$ cat config.mk
export PLATFORM = sky130hd
export DESIGN_NAME = bf3m_fifo
export DESIGN_NICKNAME = d
export VERILOG_FILES = /design/src/design/bf3m_pkg.sv /design/src/design/bf3m_fifo.sv
export VERILOG_INCLUDE_DIRS = /design/src /design/src/design
export SDC_FILE = /design/constraint.sdc
export NUM_CORES = 1
export LEC_CHECK = 0
export ABC_AREA = 1
export BUFFER_PORTS_ARGS = -buffer_cell sky130_fd_sc_hd__buf_2
export CAP_MARGIN = 20
export CORE_ASPECT_RATIO = 1.4
export CORE_UTILIZATION = 58
export DETAILED_ROUTE_END_ITERATION = 16
export GPL_TIMING_DRIVEN = 0
export PLACE_DENSITY_LB_ADDON = 0.05
export SLEW_MARGIN = 20
export SYNTH_ARGS = -nofsm -noshare
export SYNTH_HDL_FRONTEND = slang
export SYNTH_SLANG_ARGS = --single-unit
$ cat constraint.sdc
create_clock -name clk_i -period 2.5 [get_ports clk_i]
set_input_delay 0.25 -clock clk_i [delete_from_list [all_inputs] [get_ports clk_i]]
set_output_delay 0.25 -clock clk_i [all_outputs]
set_load 0.005 [all_outputs]
$ cat src/design/box_filter_3x3_mean_defines.svh
// Assertion macros shared by the box filter RTL.
// Depends on nothing; users supply clk_i and rst_ni in scope.
`ifndef BOX_FILTER_3X3_MEAN_DEFINES_SVH
`define BOX_FILTER_3X3_MEAN_DEFINES_SVH

// Condition holds on every clock edge out of reset.
`define BF3M_ASSERT_ALWAYS(label, cond, msg) \
  label: assert property (@(posedge clk_i) disable iff (!rst_ni) (cond)) else $error(msg);

// Antecedent implies consequent in the same cycle.
`define BF3M_ASSERT_IMPL(label, ante, cons, msg) \
  label: assert property (@(posedge clk_i) disable iff (!rst_ni) (ante) |-> (cons)) \
    else $error(msg);

// Antecedent implies consequent in the next cycle.
`define BF3M_ASSERT_NEXT(label, ante, cons, msg) \
  label: assert property (@(posedge clk_i) disable iff (!rst_ni) (ante) |=> (cons)) \
    else $error(msg);

`endif

$ cat src/design/bf3m_pkg.sv
// Package for the 3x3 box filter: payload structs, register indexes and
// divide-by-nine constants. Depends on nothing.
package bf3m_pkg;

  localparam int unsigned MAX_WIDTH_DEF  = 4096;
  localparam int unsigned PIXEL_BITS_DEF = 16;

  localparam int unsigned PIX_FIELD_W   = 16;
  localparam int unsigned ROW_W         = 16;
  localparam int unsigned COLUMN_W      = 12;
  localparam int unsigned FRAME_WIDTH_W = 13;
  localparam int unsigned CFG_INDEX_W   = 8;
  localparam int unsigned CFG_DATA_W    = 16;

  localparam logic [CFG_INDEX_W-1:0] REG_FRAME_WIDTH  = 8'd0;
  localparam logic [CFG_INDEX_W-1:0] REG_FRAME_HEIGHT = 8'd1;

  localparam int unsigned FRAME_WIDTH_RESET  = 640;
  localparam int unsigned FRAME_HEIGHT_RESET = 480;
  localparam int unsigned MIN_DIM            = 3;

  // Sum of nine 16-bit pixels fits in 20 bits.
  localparam int unsigned SUM_W      = 20;
  // floor(x/9) == (x * ceil(2^23/9)) >> 23 for every x below 2^21.
  localparam int unsigned DIV_SHIFT  = 23;
  localparam int unsigned DIV_MULT_W = 20;
  localparam logic [DIV_MULT_W-1:0] DIV9_MULT = DIV_MULT_W'(((1 << DIV_SHIFT) + 8) / 9);
  localparam int unsigned PROD_W     = SUM_W + DIV_MULT_W;

  localparam int unsigned QUEUE_DEPTH = 4;

  typedef struct packed {
    logic [PIX_FIELD_W-1:0] pixel_value;
    logic                   frame_start;
  } pixel_in_t;

  typedef struct packed {
    logic [PIX_FIELD_W-1:0] mean_value;
    logic [ROW_W-1:0]       center_row;
    logic [COLUMN_W-1:0]    center_column;
    logic                   frame_last;
  } result_t;

  typedef struct packed {
    logic [SUM_W-1:0]    sum;
    logic [ROW_W-1:0]    center_row;
    logic [COLUMN_W-1:0] center_column;
    logic                frame_last;
  } sum_item_t;

endpackage

$ cat src/design/bf3m_fifo.sv
// Short queue between the front and back ends of the box filter.
// Show-ahead read; holds bf3m_pkg::sum_item_t entries.
`include "box_filter_3x3_mean_defines.svh"

module bf3m_fifo #(
  parameter int unsigned DEPTH = bf3m_pkg::QUEUE_DEPTH,
  localparam int unsigned PTR_W = (DEPTH > 1) ? $clog2(DEPTH) : 1,
  localparam int unsigned CNT_W = $clog2(DEPTH + 1)
) (
  input  logic                clk_i,
  input  logic                rst_ni,
  input  logic                push_valid_i,
  input  bf3m_pkg::sum_item_t push_data_i,
  output logic                pop_valid_o,
  input  logic                pop_ready_i,
  output bf3m_pkg::sum_item_t pop_data_o,
  output logic [CNT_W-1:0]    count_o
);

  bf3m_pkg::sum_item_t entries_q [DEPTH];
  logic [PTR_W-1:0]    wr_ptr_q, rd_ptr_q;
  logic [CNT_W-1:0]    count_q;
  logic                do_pop;

  assign pop_valid_o = count_q != '0;
  assign pop_data_o  = entries_q[rd_ptr_q];
  assign count_o     = count_q;
  assign do_pop      = pop_valid_o & pop_ready_i;

  always_ff @(posedge clk_i or negedge rst_ni) begin
    if (!rst_ni) begin
      wr_ptr_q <= '0;
      rd_ptr_q <= '0;
      count_q  <= '0;
    end else begin
      if (push_valid_i) begin
        wr_ptr_q <= (wr_ptr_q == PTR_W'(DEPTH - 1)) ? '0 : wr_ptr_q + PTR_W'(1);
      end
      if (do_pop) begin
        rd_ptr_q <= (rd_ptr_q == PTR_W'(DEPTH - 1)) ? '0 : rd_ptr_q + PTR_W'(1);
      end
      if (push_valid_i && !do_pop) begin
        count_q <= count_q + CNT_W'(1);
      end else if (!push_valid_i && do_pop) begin
        count_q <= count_q - CNT_W'(1);
      end
    end
  end

  always_ff @(posedge clk_i) begin
    if (push_valid_i) begin
      entries_q[wr_ptr_q] <= push_data_i;
    end
  end

  `BF3M_ASSERT_IMPL(a_no_overflow, push_valid_i, count_q < CNT_W'(DEPTH), "push into full queue")
  `BF3M_ASSERT_ALWAYS(a_count_bound, count_q <= CNT_W'(DEPTH), "queue count out of range")

endmodule

==> run_results.csv, run 1 <==
group,metric,value,unit
critical_path,path_max_fanout,10,
critical_path,crit_family,"buffers and inverters",
pwr,leakage,4.311,nW
detailed_routing,dr.pass1.iters,4,
cts,cts_resized,0,
detailed_routing,via_per_inst,5.312,
cts,numCtsBuffers,19,
synth,synth_cells,626,
critical_path,cp_slowest_stage_delay,0.39,ns
sta,setup_violations,0,
critical_path,reg2regPathDepth,10,
flow_run,maxCapViolCount,0,
critical_path,cp_data_required_time,2.25,ns
critical_path,cp_num_cells,6,
critical_path,slowest_stage,"dfrtp_1",
cts,cts_root_buf,"clkbuf_16",
cells_and_area,diodes,0,
placement,place_congestion,0.7197,
critical_path,cp_cell_sequence,"buf_6 > inv_4 > buf_2 > o211ai_2 > nand2_1 > buf_2",
placement,numPortBuffers,105,
floorplan,die_h,145.3,microns
cts,tritoncts,"yes",
critical_path,endpoint_kind,"primary output",
global_route,antenna_found_initial,0,
cts,cts_hold_buffers,50,
cts,clkTransAtPathRegs,0.06,ns
critical_path,worst-path-buf-inv,4,
synth,synth_area_leaders,"edfxtp_1 (69%), o211ai_2 (7.4%), nand2_1 (7.3%), inv_1 (4.8%), o211ai_1 (4.2%)",
cells_and_area,drive_above_1_share,26.93,%
floorplan,die_area,0.01516,sq mm
global_route,grtUsageTotal,23.68,%
sta,fin_crit,2.025,ns
cts,cts_num_sinks,203,
sta,slew-limit-headroom,75.50,%
sta,setup_tns,0,ns
sta,hold_ws,0.03974,ns
floorplan,start_util,59.16,%
worst_hold_path,hold_depth,3,
run_status,outcome,"finished clean",
cts,cts_buffer_depth,3,
sta,slew_violations,0,
sta,worstMarginPinSlew,0.3675,ns
pwr,p_per_area,1099,mW/mm^2
synth,ys_ff_latch,203,
placement,dpl_cell_area,0.009389,sq mm
cts,insertion_delay,0.49,ns
sta,hold_viol_final,0,
detailed_routing,wl,17640,microns
cells_and_area,fillers,994,
synth,synth.distinct_cells,19,
floorplan,io_pins,106,
cts,cts_setup_buffers,0,
detailed_routing,ant_nets,0,
synth,avgSynthCellArea,13.59,sq um
floorplan,core_area,0.01438,sq mm
synth,mappedNetlistNets,686,
synth,syn-cell-area,0.008507,sq mm
placement,hpwl,10500,microns
critical_path,critPathLaunchType,"register",
sta,skew,0.01233,ns
sta,fin_crit_sh,81.00,%
critical_path,arrival,1.77,ns
synth,yosys.area.top_type_share,69.19,%
detailed_routing,drtIter0Drc,206,
cells_and_area,syn2layout_area_growth,23.11,%
global_route,grt_pass1_vias,5702,
global_route,gr-total-overflow,0,
synth,synthFlopType,"edfxtp_1",
critical_path,crit_top_cell,"buf_2",
global_route,grt_pass1_wl,27860,microns
synth,yosysTopAreaCell,"edfxtp_1",
global_route,grt_max_degree,49,
synth,synth-edff-count,196,
floorplan,die_width,104.4,microns
synth,yosysWarnings,0,
cells_and_area,final_area,0.01047,sq mm
sta,max_freq,0.4938,GHz
detailed_routing,wl_per_cell,17.53,microns
cts,htreeDepth,1,
synth,async_flop_share,3.448,%
pwr,ir_worst_vdd,1064,uV
floorplan,row_count,52,
detailed_routing,drc_errors,0,
sta,rsz0062_at_grt,"no",
pwr,power.total,11.51,mW
critical_path,path_class,"reg -> out",
detailed_routing,vias,5344,
cells_and_area,nets,866,
worst_hold_path,hp-class,"in -> reg",
synth,ys_seq_area_share,71.25,%
[cell usage after synthesis, types with 2 or more instances]
cell,instances
edfxtp_1,196
nand2_1,166
inv_1,108
o211ai_2,50
o211ai_1,48
buf_2,15
buf_6,15
dfrtp_1,7
ha_1,6
nand3_1,3
nor2_1,3
buf_4,2
[metal layers]
layer / vias up / routed length, microns / track usage (%)
met2: 171 / 9313 / 43.97
li1: 2533 / - / -
met5: - / 0 / 0
met3: 38 / 979 / 3.819
met4: 0 / 394 / 8.929
met1: 2602 / 6949 / 26.98
[logic make-up after synthesis]
logic type	Yosys count	synth area share [%]
AOI/OAI and AO/OA	100	11.71
xor gates and xnor gates	1	0.1030
adders and majority gates	7	1.118
buffers and inverters	142	8.119
DFF	203	71.25
and+or+nand+nor	173	7.707
[worst register-to-register path: stages, from the launching register on]
cell	delay, ns
dfrtp_1	0.44
nor2_1	0.13
nand2_1	0.11
nand2_1	0.13
ha_1	0.18
inv_1	0.06
fa_1	0.39
nand2_1	0.11
nand3_1	0.07
nand2_1	0.06
nand2_1	0.04
[stage by stage]
stage	std cells	utilization, %	worst slack [ns]
3_3_place_gp	920	64.46	-0.3584
5_1_grt	1006	72.83	0.3999
6_report	1006	72.83	0.4750
3_5_place_dp	924	65.30	0.6943
2_1_floorplan	626	-	0.4787
4_1_cts	1006	72.83	0.4432
[report_power, final]
part	leakage, nW	switching (mW)	internal, mW
Clock	0.283	1.14	1.60
Combinational	2.14	2.53	1.68
Sequential	1.89	0.184	4.37
[layout by cell type (no fill, tap or decap), types with 2 or more instances in the layout]
| cell type | count |
|---|---|
| edfxtp_1 | 196 |
| nand2_1 | 166 |
| buf_2 | 120 |
| inv_1 | 104 |
| o211ai_2 | 50 |
| dlygate4sd3_1 | 50 |
| o211ai_1 | 48 |
| clkbuf_16 | 19 |
| buf_6 | 15 |
| dfrtp_1 | 7 |
| ha_1 | 6 |
| inv_4 | 5 |
| clkbuf_1 | 5 |
| clkinv_1 | 4 |
| buf_16 | 4 |
| nor2_1 | 3 |
| nand3_1 | 3 |
| buf_4 | 2 |
| bufinv_16 | 2 |
[final timing paths]
kind                       slack, ns              to        start
hold reg to reg                 0.50      count_o[2]   count_o[2]
setup reg to reg                0.69      count_o[2]   count_o[0]
max in group asynchronous       2.20     wr_ptr_q[1]       rst_ni
min in group asynchronous       0.13     wr_ptr_q[0]       rst_ni
setup / recovery                0.48  pop_data_o[38]  rd_ptr_q[1]
hold / removal                  0.04     rd_ptr_q[1]  pop_ready_i
[state kept, by name, indices dropped and copies added (netlist names)]
register   cells
entries_q    196
count_o        3
rd_ptr_q       2
wr_ptr_q       2
[layout make-up]
type | count | area (sq um) | share of cell area (%)
inverters | 109 | 421.7 | 4.026
plain buffers | 33 | 279.0 | 2.664
multi-input cells | 281 | 1755 | 16.76
clock inverters | 8 | 88.84 | 0.8483
well taps | 189 | 236.5 | 2.258
clock buffers | 24 | 494.2 | 4.719
repair buffers | 159 | 1136 | 10.85
flip-flops and latches | 203 | 6061 | 57.87
Power figures use the tool's default switching activity.
==> inputs of run 2 (changes only) <==
Clock period 2.5 ns to 2 ns, I/O delays scaled along.
==> run_results.csv, run 2 (synthesized netlist as in run 1, its figures left out) <==
group,metric,value,unit
cells_and_area,syn2layout_area_growth,23.47,%
detailed_routing,via_per_inst,5.271,
sta,fin_crit,1.938,ns
critical_path,crit_start,"rd_ptr_q[0]",
detailed_routing,drc_errors,0,
critical_path,cp_cell_sequence,"buf_6 > buf_12 > buf_6 > o211ai_2 > nand2_1 > buf_2",
floorplan,start_util,59.16,%
cells_and_area,stdcell_count,1009,
placement,hpwl,10700,microns
cells_and_area,layout_commonest_cell,"edfxtp_1",
worst_hold_path,hold_path.startpoint,"push_valid_i",
critical_path,reg2reg_from,"wr_ptr_q[0]",
cts,clkTransAtPathRegs,0.06,ns
critical_path,path_class,"reg -> out",
sta,slew-limit-headroom,70.56,%
cells_and_area,final_cell_mix,"edfxtp_1 (196), nand2_1 (164), buf_2 (119), inv_1 (104), dlygate4sd3_1 (51)",
sta,max_freq,0.5160,GHz
detailed_routing,wl_per_cell,17.81,microns
cells_and_area,final_area,0.01050,sq mm
critical_path,endpoint_kind,"primary output",
placement,place_congestion,0.7251,
critical_path,arrival,1.74,ns
cts,cts_root_buf,"clkbuf_16",
detailed_routing,vias,5318,
floorplan,die_area,0.01516,sq mm
pwr,leakage,4.297,nW
critical_path,slowest_stage,"dfrtp_1",
cts,cts_num_sinks,203,
run_status,outcome,"finished clean",
detailed_routing,wl_met1,7026,microns
global_route,antenna_found_initial,0,
cells_and_area,diodes,0,
global_route,grt_max_degree,45,
detailed_routing,dr.pass1.iters,5,
critical_path,crit_top_cell,"buf_6",
cells_and_area,largest_reg_flops,196,
sta,hold_viol_final,0,
critical_path,cp_data_required_time,1.80,ns
placement,numPortBuffers,105,
cts,tritoncts,"yes",
sta,setup_violations,0,
detailed_routing,wl,17970,microns
floorplan,row_count,52,
sta,worstMarginPinSlew,0.4406,ns
placement,dpl_cell_area,0.009370,sq mm
cells_and_area,nets,870,
sta,fin_crit_sh,96.90,%
detailed_routing,ant_nets,0,
critical_path,critPathLaunchType,"register",
pwr,p_per_area,1372,mW/mm^2
cells_and_area,largest_register,"entries_q",
floorplan,core_area,0.01438,sq mm
cts,cts_buffer_depth,3,
floorplan,io_pins,106,
cts,insertion_delay,0.47,ns
detailed_routing,maxUsedRoutingLayer,"met4",
worst_hold_path,hp-class,"in -> reg",
detailed_routing,met3WireLength,1016,microns
detailed_routing,wl_met2,9567,microns
global_route,gr-total-overflow,0,
placement,dp_cells,924,
cts,htreeDepth,1,
pwr,ir_worst_vdd,915.8,uV
sta,slew_violations,0,
global_route,grt_pass1_wl,27870,microns
cts,numCtsBuffers,19,
detailed_routing,drtIter0Drc,310,
critical_path,cp_slowest_stage_delay,0.39,ns
critical_path,path_max_fanout,10,
sta,hold_ws,0.04079,ns
floorplan,die_h,145.3,microns
sta,rsz0062_at_grt,"yes",
critical_path,worst-path-buf-inv,4,
global_route,grt_pass1_vias,5500,
flow_run,maxCapViolCount,0,
global_route,grtUsageTotal,23.95,%
sta,skew,0.007434,ns
floorplan,die_width,104.4,microns
critical_path,crit_family,"buffers and inverters",
cells_and_area,drive_above_1_share,27.68,%
cts,cts_setup_buffers,0,
[run 2: changes by cell type in the layout (fill, tap and decap cells not counted), moves of 3 or more]
cell / before / now
clkinvlp_4: 0 / 6
inv_4: 5 / 2
buf_12: 1 / 4
buf_16: 4 / 1
clkinv_2: 1 / 4
[run 2: final cells by class]
type,instances,area [sq um]
fillers,956,3875
inverters,109,425.4
flip-flops and latches,203,6061
repair buffers,160,1124
plain buffers,33,296.5
multi-input cells,281,1760
clock inverters,9,91.34
well taps,189,236.5
clock buffers,22,486.7
repair inverters,3,22.52
[run 2: worst paths after layout]
check                                    to  slack (ns)  cells past startpoint
max                          pop_data_o[48]        0.06                      6
min                             wr_ptr_q[1]        0.04                      2
max reg2reg                entries_q[2][22]        0.10                      5
min reg2reg                      count_o[2]        0.51                      2
max in group asynchronous       rd_ptr_q[0]        1.75                      2
min in group asynchronous       rd_ptr_q[1]        0.09                      2
[run 2: per-layer routing]
| metal | vias to the layer above | track usage (%) |
|---|---|---|
| li1 | 2527 | - |
| met1 | 2582 | 28.58 |
| met2 | 177 | 44.04 |
| met3 | 32 | 3.190 |
| met4 | 0 | 8.143 |
| met5 | - | 0 |
[run 2: what timing repair did]
item	in CTS	in global routing
cloned	2	1
setup endpoints to repair	51	65
hold buffers	51	0
pin swaps	0	4
resized for setup	0	10
endpoints found under the hold margin	205	0
[run 2: through the flow]
step	setup slack, ns	utilization (%)	power [mW]	TNS [ns]
2_1_floorplan	0.05889	-	8.994	0
3_3_place_gp	-0.7531	64.54	10.79	-102.58
3_5_place_dp	-0.05720	65.17	10.99	-2.237
4_1_cts	0.01327	72.81	14.46	0
5_1_grt	-0.01212	73.05	15.15	-0.02982
6_report	0.06209	73.05	14.41	0
[run 2: power by group]
part | total, mW | switching [mW] | leakage [nW] | internal (mW)
combinational | 5.34 | 3.22 | 2.13 | 2.12
clock | 3.38 | 1.39 | 0.286 | 1.99
sequential | 5.69 | 0.230 | 1.89 | 5.46
total | 14.4 | 4.84 | 4.30 | 9.57
