--- config.mk ---
export PLATFORM = sky130hd
export DESIGN_NAME = bf3m_back
export DESIGN_NICKNAME = d
export VERILOG_FILES = /design/src/design/bf3m_pkg.sv /design/src/design/bf3m_back.sv
export VERILOG_INCLUDE_DIRS = /design/src /design/src/design
export SDC_FILE = /design/constraint.sdc
export NUM_CORES = 1
export LEC_CHECK = 0
export ABC_AREA = 0
export BUFFER_PORTS_ARGS = -buffer_cell sky130_fd_sc_hd__buf_2
export CAP_MARGIN = 20
export CORE_MARGIN = 3
export CORE_UTILIZATION = 60
export CTS_CLUSTER_DIAMETER = 150
export DETAILED_ROUTE_END_ITERATION = 12
export GPL_TIMING_DRIVEN = 0
export PLACE_DENSITY_LB_ADDON = 0.12
export RECOVER_POWER = 100
export SLEW_MARGIN = 20
export SYNTH_ARGS = -nofsm -noshare
export SYNTH_HDL_FRONTEND = slang
export SYNTH_SLANG_ARGS = --single-unit
--- constraint.sdc ---
create_clock -name clk_i -period 2.5 [get_ports clk_i]
set_input_delay 0.25 -clock clk_i [delete_from_list [all_inputs] [get_ports clk_i]]
set_output_delay 0.25 -clock clk_i [all_outputs]
set_load 0.01 [all_outputs]
--- src/design/box_filter_3x3_mean_defines.svh ---
// Assertion macros shared by the box filter RTL.
// Depends on nothing; users supply clk_i and rst_ni in scope.
`ifndef BOX_FILTER_3X3_MEAN_DEFINES_SVH
`define BOX_FILTER_3X3_MEAN_DEFINES_SVH

// Condition holds on every clock edge out of reset.
`define BF3M_ASSERT_ALWAYS(label, cond, msg) \
  label: assert property (@(posedge clk_i) disable iff (!rst_ni) (cond)) else $error(msg);

// Antecedent implies consequent in the same cycle.
`define BF3M_ASSERT_IMPL(label, ante, cons, msg) \
  label: assert property (@(posedge clk_i) disable iff (!rst_ni) (ante) |-> (cons)) \
    else $error(msg);

// Antecedent implies consequent in the next cycle.
`define BF3M_ASSERT_NEXT(label, ante, cons, msg) \
  label: assert property (@(posedge clk_i) disable iff (!rst_ni) (ante) |=> (cons)) \
    else $error(msg);

`endif

--- src/design/bf3m_pkg.sv ---
// Package for the 3x3 box filter: payload structs, register indexes and
// divide-by-nine constants. Depends on nothing.
package bf3m_pkg;

  localparam int unsigned MAX_WIDTH_DEF  = 4096;
  localparam int unsigned PIXEL_BITS_DEF = 16;

  localparam int unsigned PIX_FIELD_W   = 16;
  localparam int unsigned ROW_W         = 16;
  localparam int unsigned COLUMN_W      = 12;
  localparam int unsigned FRAME_WIDTH_W = 13;
  localparam int unsigned CFG_INDEX_W   = 8;
  localparam int unsigned CFG_DATA_W    = 16;

  localparam logic [CFG_INDEX_W-1:0] REG_FRAME_WIDTH  = 8'd0;
  localparam logic [CFG_INDEX_W-1:0] REG_FRAME_HEIGHT = 8'd1;

  localparam int unsigned FRAME_WIDTH_RESET  = 640;
  localparam int unsigned FRAME_HEIGHT_RESET = 480;
  localparam int unsigned MIN_DIM            = 3;

  // Sum of nine 16-bit pixels fits in 20 bits.
  localparam int unsigned SUM_W      = 20;
  // floor(x/9) == (x * ceil(2^23/9)) >> 23 for every x below 2^21.
  localparam int unsigned DIV_SHIFT  = 23;
  localparam int unsigned DIV_MULT_W = 20;
  localparam logic [DIV_MULT_W-1:0] DIV9_MULT = DIV_MULT_W'(((1 << DIV_SHIFT) + 8) / 9);
  localparam int unsigned PROD_W     = SUM_W + DIV_MULT_W;

  localparam int unsigned QUEUE_DEPTH = 4;

  typedef struct packed {
    logic [PIX_FIELD_W-1:0] pixel_value;
    logic                   frame_start;
  } pixel_in_t;

  typedef struct packed {
    logic [PIX_FIELD_W-1:0] mean_value;
    logic [ROW_W-1:0]       center_row;
    logic [COLUMN_W-1:0]    center_column;
    logic                   frame_last;
  } result_t;

  typedef struct packed {
    logic [SUM_W-1:0]    sum;
    logic [ROW_W-1:0]    center_row;
    logic [COLUMN_W-1:0] center_column;
    logic                frame_last;
  } sum_item_t;

endpackage

--- src/design/bf3m_back.sv ---
// Back end of the box filter: divides window sums by nine through a
// reciprocal multiply and holds the result beat. Uses bf3m_pkg.
`include "box_filter_3x3_mean_defines.svh"

module bf3m_back (
  input  logic                clk_i,
  input  logic                rst_ni,
  input  logic                pop_valid_i,
  output logic                pop_ready_o,
  input  bf3m_pkg::sum_item_t pop_data_i,
  output logic                out_valid_o,
  input  logic                out_ready_i,
  output bf3m_pkg::result_t   out_data_o
);

  logic                                m_valid_q;
  logic [bf3m_pkg::PROD_W-1:0]         m_prod_q;
  logic [bf3m_pkg::ROW_W-1:0]          m_row_q;
  logic [bf3m_pkg::COLUMN_W-1:0]       m_col_q;
  logic                                m_last_q;
  logic                                out_valid_q;
  bf3m_pkg::result_t                   out_data_q;
  logic                                m_ready, o_ready, pop;
  logic [bf3m_pkg::PROD_W-1:0]         quot;

  assign o_ready     = !out_valid_q || out_ready_i;
  assign m_ready     = !m_valid_q || o_ready;
  assign pop_ready_o = m_ready;
  assign pop         = pop_valid_i & m_ready;
  assign quot        = m_prod_q >> bf3m_pkg::DIV_SHIFT;

  always_ff @(posedge clk_i or negedge rst_ni) begin
    if (!rst_ni) begin
      m_valid_q   <= 1'b0;
      out_valid_q <= 1'b0;
    end else begin
      if (m_ready) m_valid_q <= pop_valid_i;
      if (o_ready) out_valid_q <= m_valid_q;
    end
  end

  always_ff @(posedge clk_i) begin
    if (pop) begin
      m_prod_q <= bf3m_pkg::PROD_W'(pop_data_i.sum) *
                  bf3m_pkg::PROD_W'(bf3m_pkg::DIV9_MULT);
      m_row_q  <= pop_data_i.center_row;
      m_col_q  <= pop_data_i.center_column;
      m_last_q <= pop_data_i.frame_last;
    end
    if (m_valid_q && o_ready) begin
      out_data_q.mean_value    <= quot[bf3m_pkg::PIX_FIELD_W-1:0];
      out_data_q.center_row    <= m_row_q;
      out_data_q.center_column <= m_col_q;
      out_data_q.frame_last    <= m_last_q;
    end
  end

  assign out_valid_o = out_valid_q;
  assign out_data_o  = out_data_q;

  `BF3M_ASSERT_NEXT(a_pop_loads_mul, pop, m_valid_q, "popped beat lost before multiply stage")
  `BF3M_ASSERT_NEXT(a_mul_holds, m_valid_q && !o_ready, m_valid_q && $stable(m_prod_q),
                    "multiply stage changed while stalled")

endmodule

==> parameters.txt, run 1 <==
Parameter                              Value

Floorplan
  Std-Cell Rows ... 41
  Die width ... 121 um
  Initial core utilization ... 0.623
  Count of boundary I/O pins ... 100
  Die boundary height ... 121 um
  Overall die area ... 14700 um^2
  Placeable core region ... 12800 um^2

Synth
  Syn Std Cell Area ... 8000 um^2
  Cell type with the highest aggregate area in the netlist ... sky130_fd_sc_hd__edfxtp_1
  EDFF count, synth ... 90
  Yosys Warn Count ... 0
  Unique cell type count in the Yosys netlist ... 48
  Cells after synthesis ... 638
  Number of nets produced by synthesis ... 921
  Portion of the post-synthesis area used by sequential elements ... 0.344
  Mean area per synthesized cell ... 12.5 um^2
  Number of register bits inferred by synthesis ... 92
  FFs w/ async S/R, synth ... 0.0217
  Area fraction of the dominant cell type after synthesis ... 0.338
  Leading register cell type out of synthesis ... sky130_fd_sc_hd__edfxtp_1
  Largest cells by area after synthesis ... sky130_fd_sc_hd__edfxtp_1, sky130_fd_sc_hd__ha_1, sky130_fd_sc_hd__fa_1

Min path
  WHS Path Cells ... 1
  Launch instance of the worst min-delay path ... pop_data_i[7]
  WHS Endpoint ... m_col_q[6]$_DFFE_PP_
  Hold Crit Class ... in -> reg

Timing
  Final Hold Fails ... 0
  Sum Neg Setup Slack ... -35.50 ns
  Setup repair after global routing missed its margin ... yes
  Maximum clock frequency ... 202 MHz
  Final worst-path setup slack ... -2.46 ns
  Post-Route Skew ... 0.00348 ns
  Worst Hold Slack ... 0.0891 ns
  Final number of max-transition violations ... 0
  Final number of setup-violating endpoints ... 16
  Final min period ... 4.96 ns
  Worst rel slew slack ... 0.256
  Post-route fraction of the period consumed by the critical path ... 1.98
  Least-Margin Pin Slew ... 1.12 ns

Final layout
  Area growth from synthesis to layout ... 22.8%
  Number of nets in the layout ... 1060
  Fraction of final layout cells with drive strength greater than 1 ... 0.238
  Antenna Diode Count ... 0

Route
  Number of antenna-violating nets in the routed design ... 0
  Iteration-0 DRC Markers ... 217
  Residual DRC count ... 0
  Mean routed wirelength per cell ... 17.8 um
  Via density per instance ... 5.29
  Vias ... 5044
  Number of detailed-routing iterations run before antenna repair ... 4
  Final routed wirelength across all metal layers ... 16.9 mm

Critical path
  Worst R2R End ... m_col_q[0]$_DFFE_PP_
  Crit path required time ... 2.58 ns
  Data arrival time of the critical path ... 5.04 ns
  Endpoint class of the critical path ... flip-flop
  Worst reg2reg path startpoint ... out_valid_o$_DFFE_PN0P_
  Startpoint Class ... input pin
  Worst R2R Path Depth ... 3
  Setup slack of the worst register-to-register path ... 0.14 ns
  Largest driver fanout on the critical path ... 3
  Worst setup path category ... in -> reg
  Launch point of the critical path ... pop_data_i[35]

Clocking
  CTS Root Cell ... sky130_fd_sc_hd__clkbuf_16
  Worst-case clock buffer depth ... 2
  CTS HTree Levels ... 3
  Clock tree from TritonCTS ... built
  Worst-path clk slew ... 0.06 ns
  Num Clock Sinks ... 92
  Worst-Skew Late Latency ... 0.33 ns
  Total CTS buffers ... 9

Status
  Violations in the final reports ... negative setup slack
  Status ... finished with violations

GRT
  Total global routing overflow ... 0
  Total routing usage reported by global routing ... 0.229
  Antenna violations before repair ... 0
  Number of global-route vias before repair ... 5427
  Maximum number of pins on one net before global-route repair ... 30
  Global-route wire length before repair ... 26.0 mm

Placed design
  Final GP Congestion ... 0.926
  Pre-CTS WS ... -3.03 ns
  Hpwl dp ... 13.3 mm
  Quantity of I/O buffers inserted on ports ... 99

Flow run
  Max-capacitance violation count ... 0
[metal layers]
| layer | GRT usage | up-vias | share of wire |
|---|---|---|---|
| met1 | 0.296 | 2458 | 0.43 |
| met3 | 0.0401 | 23 | 0.051 |
| met4 | 0.0721 | 0 | 0.018 |
| li1 | - | 2410 | - |
| met2 | 0.394 | 153 | 0.51 |
| met5 | 0 | - | 0 |
[synthesized netlist by cell type, drive strengths merged (2+ instances only)]
library cell	number
o21ai	13
o21a	3
inv	158
edfxtp	90
nand3b	2
dfrtp	2
nand3	6
o211ai	3
o21bai	5
and2	5
xnor2	14
nand4	6
nand2	16
a22oi	2
ha	142
a21oi	23
a21o	11
xor2	14
a2111oi	2
a211oi	3
nand2b	7
a31oi	4
nor2	7
fa	88
[placed cells by master (no fill, tap or decap), types with 6 or more instances in the layout]
master and count:
sky130_fd_sc_hd__fa_2 8, sky130_fd_sc_hd__nor2_1 6, sky130_fd_sc_hd__ha_1 113, sky130_fd_sc_hd__a21o_1 8
sky130_fd_sc_hd__nand2b_1 6, sky130_fd_sc_hd__clkbuf_16 9, sky130_fd_sc_hd__edfxtp_1 90, sky130_fd_sc_hd__clkbuf_1 53
sky130_fd_sc_hd__buf_2 37, sky130_fd_sc_hd__xor2_1 13, sky130_fd_sc_hd__nand4_1 6, sky130_fd_sc_hd__inv_1 138
sky130_fd_sc_hd__ha_2 6, sky130_fd_sc_hd__buf_4 21, sky130_fd_sc_hd__xnor2_1 12, sky130_fd_sc_hd__inv_2 17
sky130_fd_sc_hd__a21oi_1 17, sky130_fd_sc_hd__fa_1 80, sky130_fd_sc_hd__buf_6 13, sky130_fd_sc_hd__nand2_1 13
sky130_fd_sc_hd__ha_4 23
[worst max-delay path by stage]
stage                                   endpoint  slack, ns  depth (start not counted)
after global routing      m_prod_q[36]$_DFFE_PP_      -2.59                         22
after floorplan           m_prod_q[38]$_DFFE_PP_      -2.43                         19
final                     m_prod_q[36]$_DFFE_PP_      -2.46                         22
after CTS                 m_prod_q[38]$_DFFE_PP_      -2.51                         22
after global placement    m_prod_q[38]$_DFFE_PP_      -2.92                         20
after detailed placement  m_prod_q[38]$_DFFE_PP_      -3.03                         23
[registers in the layout, indices dropped and copies added, names as in the netlist]
register / count
m_row_q: 16
out_valid_o: 1
out_data_o: 45
m_col_q: 12
m_last_q: 1
m_prod_q: 16
m_valid_q: 1
[worst max-delay path, cell delays in order]
cell	delay, ns
sky130_fd_sc_hd__buf_12	0.09
sky130_fd_sc_hd__inv_6	0.03
sky130_fd_sc_hd__fa_1	0.55
sky130_fd_sc_hd__inv_2	0.06
sky130_fd_sc_hd__ha_4	0.27
sky130_fd_sc_hd__xor2_2	0.15
sky130_fd_sc_hd__ha_2	0.17
sky130_fd_sc_hd__a21o_1	0.18
sky130_fd_sc_hd__fa_1	0.53
sky130_fd_sc_hd__inv_1	0.05
sky130_fd_sc_hd__fa_1	0.45
sky130_fd_sc_hd__fa_1	0.55
sky130_fd_sc_hd__inv_2	0.06
sky130_fd_sc_hd__ha_4	0.22
sky130_fd_sc_hd__a21o_4	0.22
sky130_fd_sc_hd__a211oi_4	0.27
sky130_fd_sc_hd__a22oi_2	0.09
sky130_fd_sc_hd__buf_4	0.16
sky130_fd_sc_hd__a31oi_4	0.17
sky130_fd_sc_hd__o21ai_4	0.09
sky130_fd_sc_hd__a221oi_2	0.32
sky130_fd_sc_hd__xnor2_1	0.11
[through the flow]
stage / instances / area, um^2 / util
global placement: 909 / 8940 / 0.697
CTS: 941 / 9630 / 0.751
floorplan: 638 / 8230 / -
global route: 953 / 9820 / 0.765
detailed placement: 911 / 8990 / 0.701
finish: 953 / 9820 / 0.765
[cells by family (layout without fill, tap and decap cells)]
group                    count (synthesis)  in the layout  share of synthesized area
adder cells (fa/ha/maj)                230            230                      0.443
buffers and inverters                  159            302                     0.0756
flip-flops                              92             92                      0.344
AO/OA/AOI/OAI                           76             76                     0.0715
AND/OR/NAND/NOR                         53             53                     0.0354
XOR/XNOR                                28             28                     0.0307
[repair_timing]
action | 4_1_cts | 5_1_grt
hold buffers | 1 | 0
endpoints found under the setup margin | 16 | 16
gates resized for setup | 57 | 49
pin swaps | 32 | 38
buffers inserted | 14 | 13
hold endpoints to repair | 2 | 0
[layout make-up]
type	instances	area, um^2
clock inverter	4	51.3
tap	172	215
clock buffer	11	233
fill	799	3010
timing repair buffer	129	788
inverter	158	613
sequential	92	2750
multi-input combinational	387	5160
Power of run 1 is left out: the tool's default activity adds up to more than one toggle a clock period on the data nets, which glitch-free logic cannot reach.
==> run 2: changes to the inputs <==
--- a/config.mk
+++ b/config.mk
@@ -16,6 +16,8 @@
 export GPL_TIMING_DRIVEN = 0
 export PLACE_DENSITY_LB_ADDON = 0.12
 export RECOVER_POWER = 100
+export REMOVE_ABC_BUFFERS = 1
+export SKIP_CTS_REPAIR_TIMING = 1
 export SLEW_MARGIN = 20
 export SYNTH_ARGS = -nofsm -noshare
 export SYNTH_HDL_FRONTEND = slang
==> run 2 against run 1 <==
  * The flow still finishes with violations (negative setup slack)
  * Cell count shrank 0.42%
  * Hold slack gained 0.0035 ns
  * Critical endpoint is now m_prod_q[38]$_DFFE_PP_
  * Worst setup slack gained 0.044 ns
  * First-iteration DRC count grew 8.8%
  * Die area is the same
  * Design area shrank 1.7%
==> parameters.txt, run 2 (synthesized netlist as in run 1, its figures left out) <==
Parameter                              Value

Timing
  Post-Route Skew ... 0.00435 ns (+0.000873 ns)
  Final number of max-transition violations ... 0 (unchanged)
  Maximum clock frequency ... 203 MHz (+0.89%)
  Setup repair after global routing missed its margin ... yes
  Post-route fraction of the period consumed by the critical path ... 1.97 (-0.0176)
  Final worst-path setup slack ... -2.42 ns (+0.0439 ns)
  Final Hold Fails ... 0 (unchanged)
  Worst rel slew slack ... 0.428 (+0.172)
  Final min period ... 4.92 ns (-0.0439 ns)
  Final number of setup-violating endpoints ... 16 (unchanged)
  Least-Margin Pin Slew ... 0.858 ns (-0.258 ns)

GRT
  Highest-utilization routing layer at the global route stage ... met2
  Routing usage on met2 ... 0.348 (-0.0463)
  Antenna violations before repair ... 0 (unchanged)
  Met3 capacity usage during global routing ... 0.0242 (-0.0159)
  Number of global-route vias before repair ... 5136 (-5.4%)
  Total routing usage reported by global routing ... 0.214 (-0.0150)
  Global-route wire length before repair ... 24.5 mm (-6.0%)
  Total global routing overflow ... 0 (unchanged)
  Maximum number of pins on one net before global-route repair ... 34 (+13%)
  Met1 Usage GRT ... 0.301 (+0.00474)

Min path
  Hold Crit Class ... in -> reg
  WHS Path Cells ... 1 (unchanged)

Floorplan
  Die boundary height ... 121 um (unchanged)
  Count of boundary I/O pins ... 100 (unchanged)
  Initial core utilization ... 0.623 (unchanged)
  Overall die area ... 14700 um^2 (unchanged)
  Placeable core region ... 12800 um^2 (unchanged)
  Std-Cell Rows ... 41 (unchanged)
  Die width ... 121 um (unchanged)

Critical path
  Highest-delay cell along the critical path ... sky130_fd_sc_hd__fa_2
  Endpoint class of the critical path ... flip-flop
  Crit path required time ... 2.58 ns (about the same)
  Worst R2R Path Depth ... 3 (unchanged)
  Startpoint Class ... input pin
  List of cells traversed by the critical path ... buf_2 -> fa_2 -> ha_4 -> inv_1 -> fa_1 -> inv_1 -> fa_1 -> inv_1 -> fa_1 -> fa_1 -> inv_1 -> ha_4 -> a21o_4 -> a211oi_4 -> nand3_2 -> and2_4 -> a2111oi_4 -> a311o_1 -> xnor2_2
  Worst path max stage delay ... 0.61 ns (+0.06 ns)
  Worst setup path category ... in -> reg
  Data arrival time of the critical path ... 5.00 ns (-0.04 ns)
  Largest driver fanout on the critical path ... 4 (+1)

Final layout
  Antenna Diode Count ... 0 (unchanged)
  Largest register FFs ... 45 (unchanged)
  Fraction of final layout cells with drive strength greater than 1 ... 0.242 (+0.00380)
  Number of nets in the layout ... 1056 (-0.38%)
  Post-layout util ... 0.752 (-0.0129)
  # fillers ... 852 (+6.6%)
  Fin area ... 9650 um^2 (-1.7%)
  Leading cell type in the layout, fill and taps excluded ... sky130_fd_sc_hd__inv_1
  Area growth from synthesis to layout ... 20.7%
  Commonest cells after routing, fill and taps aside ... sky130_fd_sc_hd__inv_1, sky130_fd_sc_hd__ha_1, sky130_fd_sc_hd__edfxtp_1

Status
  Status ... finished with violations
  Violations in the final reports ... negative setup slack

Route
  Final routed wirelength across all metal layers ... 16.1 mm (-4.7%)
  Residual DRC count ... 0 (unchanged)
  Via density per instance ... 5.29 (about the same)
  Iteration-0 DRC Markers ... 236 (+8.8%)
  Number of antenna-violating nets in the routed design ... 0 (unchanged)
  Number of detailed-routing iterations run before antenna repair ... 4 (unchanged)
  Vias ... 5024 (-0.40%)
  Mean routed wirelength per cell ... 17.0 um (-4.3%)

Placed design
  Final GP Congestion ... 0.930 (+0.41%)
  Quantity of I/O buffers inserted on ports ... 99 (unchanged)
  Hpwl dp ... 12.7 mm (-4.8%)
  Post-placement cell area ... 8740 um^2 (-2.8%)

Clocking
  CTS HTree Levels ... 3 (unchanged)
  Worst-case clock buffer depth ... 2 (unchanged)
  CTS Root Cell ... sky130_fd_sc_hd__clkbuf_16
  Num Clock Sinks ... 92 (unchanged)
  Clock tree from TritonCTS ... built
  Total CTS buffers ... 9 (unchanged)
  Worst-Skew Late Latency ... 0.33 ns (about the same)
  Worst-path clk slew ... 0.06 ns (about the same)

Flow run
  Max-capacitance violation count ... 0 (unchanged)
[run 2: changes by cell type in the layout (fill, tap and decap cells not counted), sizes merged]
cell      change
clkinvlp      +2
bufinv        -1
inv           +1
buf           -6
[run 2: cell type report]
| cell class | instances | area [um^2] | share of cell area |
|---|---|---|---|
| Clock buffer | 9 | 225 | 0.0233 |
| Sequential cell | 92 | 2750 | 0.285 |
| Timing Repair Buffer | 125 | 697 | 0.0722 |
| Tap cell | 172 | 215 | 0.0223 |
| Multi-Input combinational cell | 387 | 5120 | 0.531 |
| Clock inverter | 6 | 40.0 | 0.00415 |
| Inverter | 158 | 596 | 0.0617 |
[run 2: routing by layer]
metal  vias up  wire length, um  part of all wire
met5         -                0                 0
met3        39              932             0.058
li1       2391                -                 -
met1      2409             7120              0.44
met2       185             7620              0.47
met4         0              462             0.029
[run 2: metrics by stage]
step / hold WS [ns] / setup slack [ns] / setup TNS (ns) / instances
after global placement: 0.0345 / -3.18 / -46.52 / 908
final: 0.0926 / -2.42 / -35.10 / 949
after CTS: -0.311 / -2.96 / -42.31 / 925
after floorplan: -0.0456 / -2.78 / -40.16 / 637
after detailed placement: 0.0396 / -3.30 / -47.86 / 910
after global routing: 0.0843 / -2.58 / -37.56 / 949
[run 2: worst max-delay path, delay by kind of cell]
family | cells | cell delay [ns]
fa+ha+maj | 7 | 2.95
buf+inv | 5 | 0.38
simple gates | 2 | 0.36
compound gates | 4 | 0.98
xor+xnor | 1 | 0.09
[run 2: final timing paths]
check	startpoint	end	slack [ns]
hold reg to reg	m_row_q[2]$_DFFE_PP_	out_data_o[15]$_DFFE_PP_	0.42
setup reg to reg	out_valid_o$_DFFE_PN0P_	out_data_o[23]$_DFFE_PP_	0.29
setup / recovery	pop_data_i[41]	m_prod_q[38]$_DFFE_PP_	-2.42
max in group asynchronous	rst_ni	m_valid_q$_DFFE_PN0N_	2.12
min in group asynchronous	rst_ni	out_valid_o$_DFFE_PN0P_	0.25
hold / removal	pop_data_i[18]	m_row_q[5]$_DFFE_PP_	0.09
Power of run 2 is left out for the same reason.
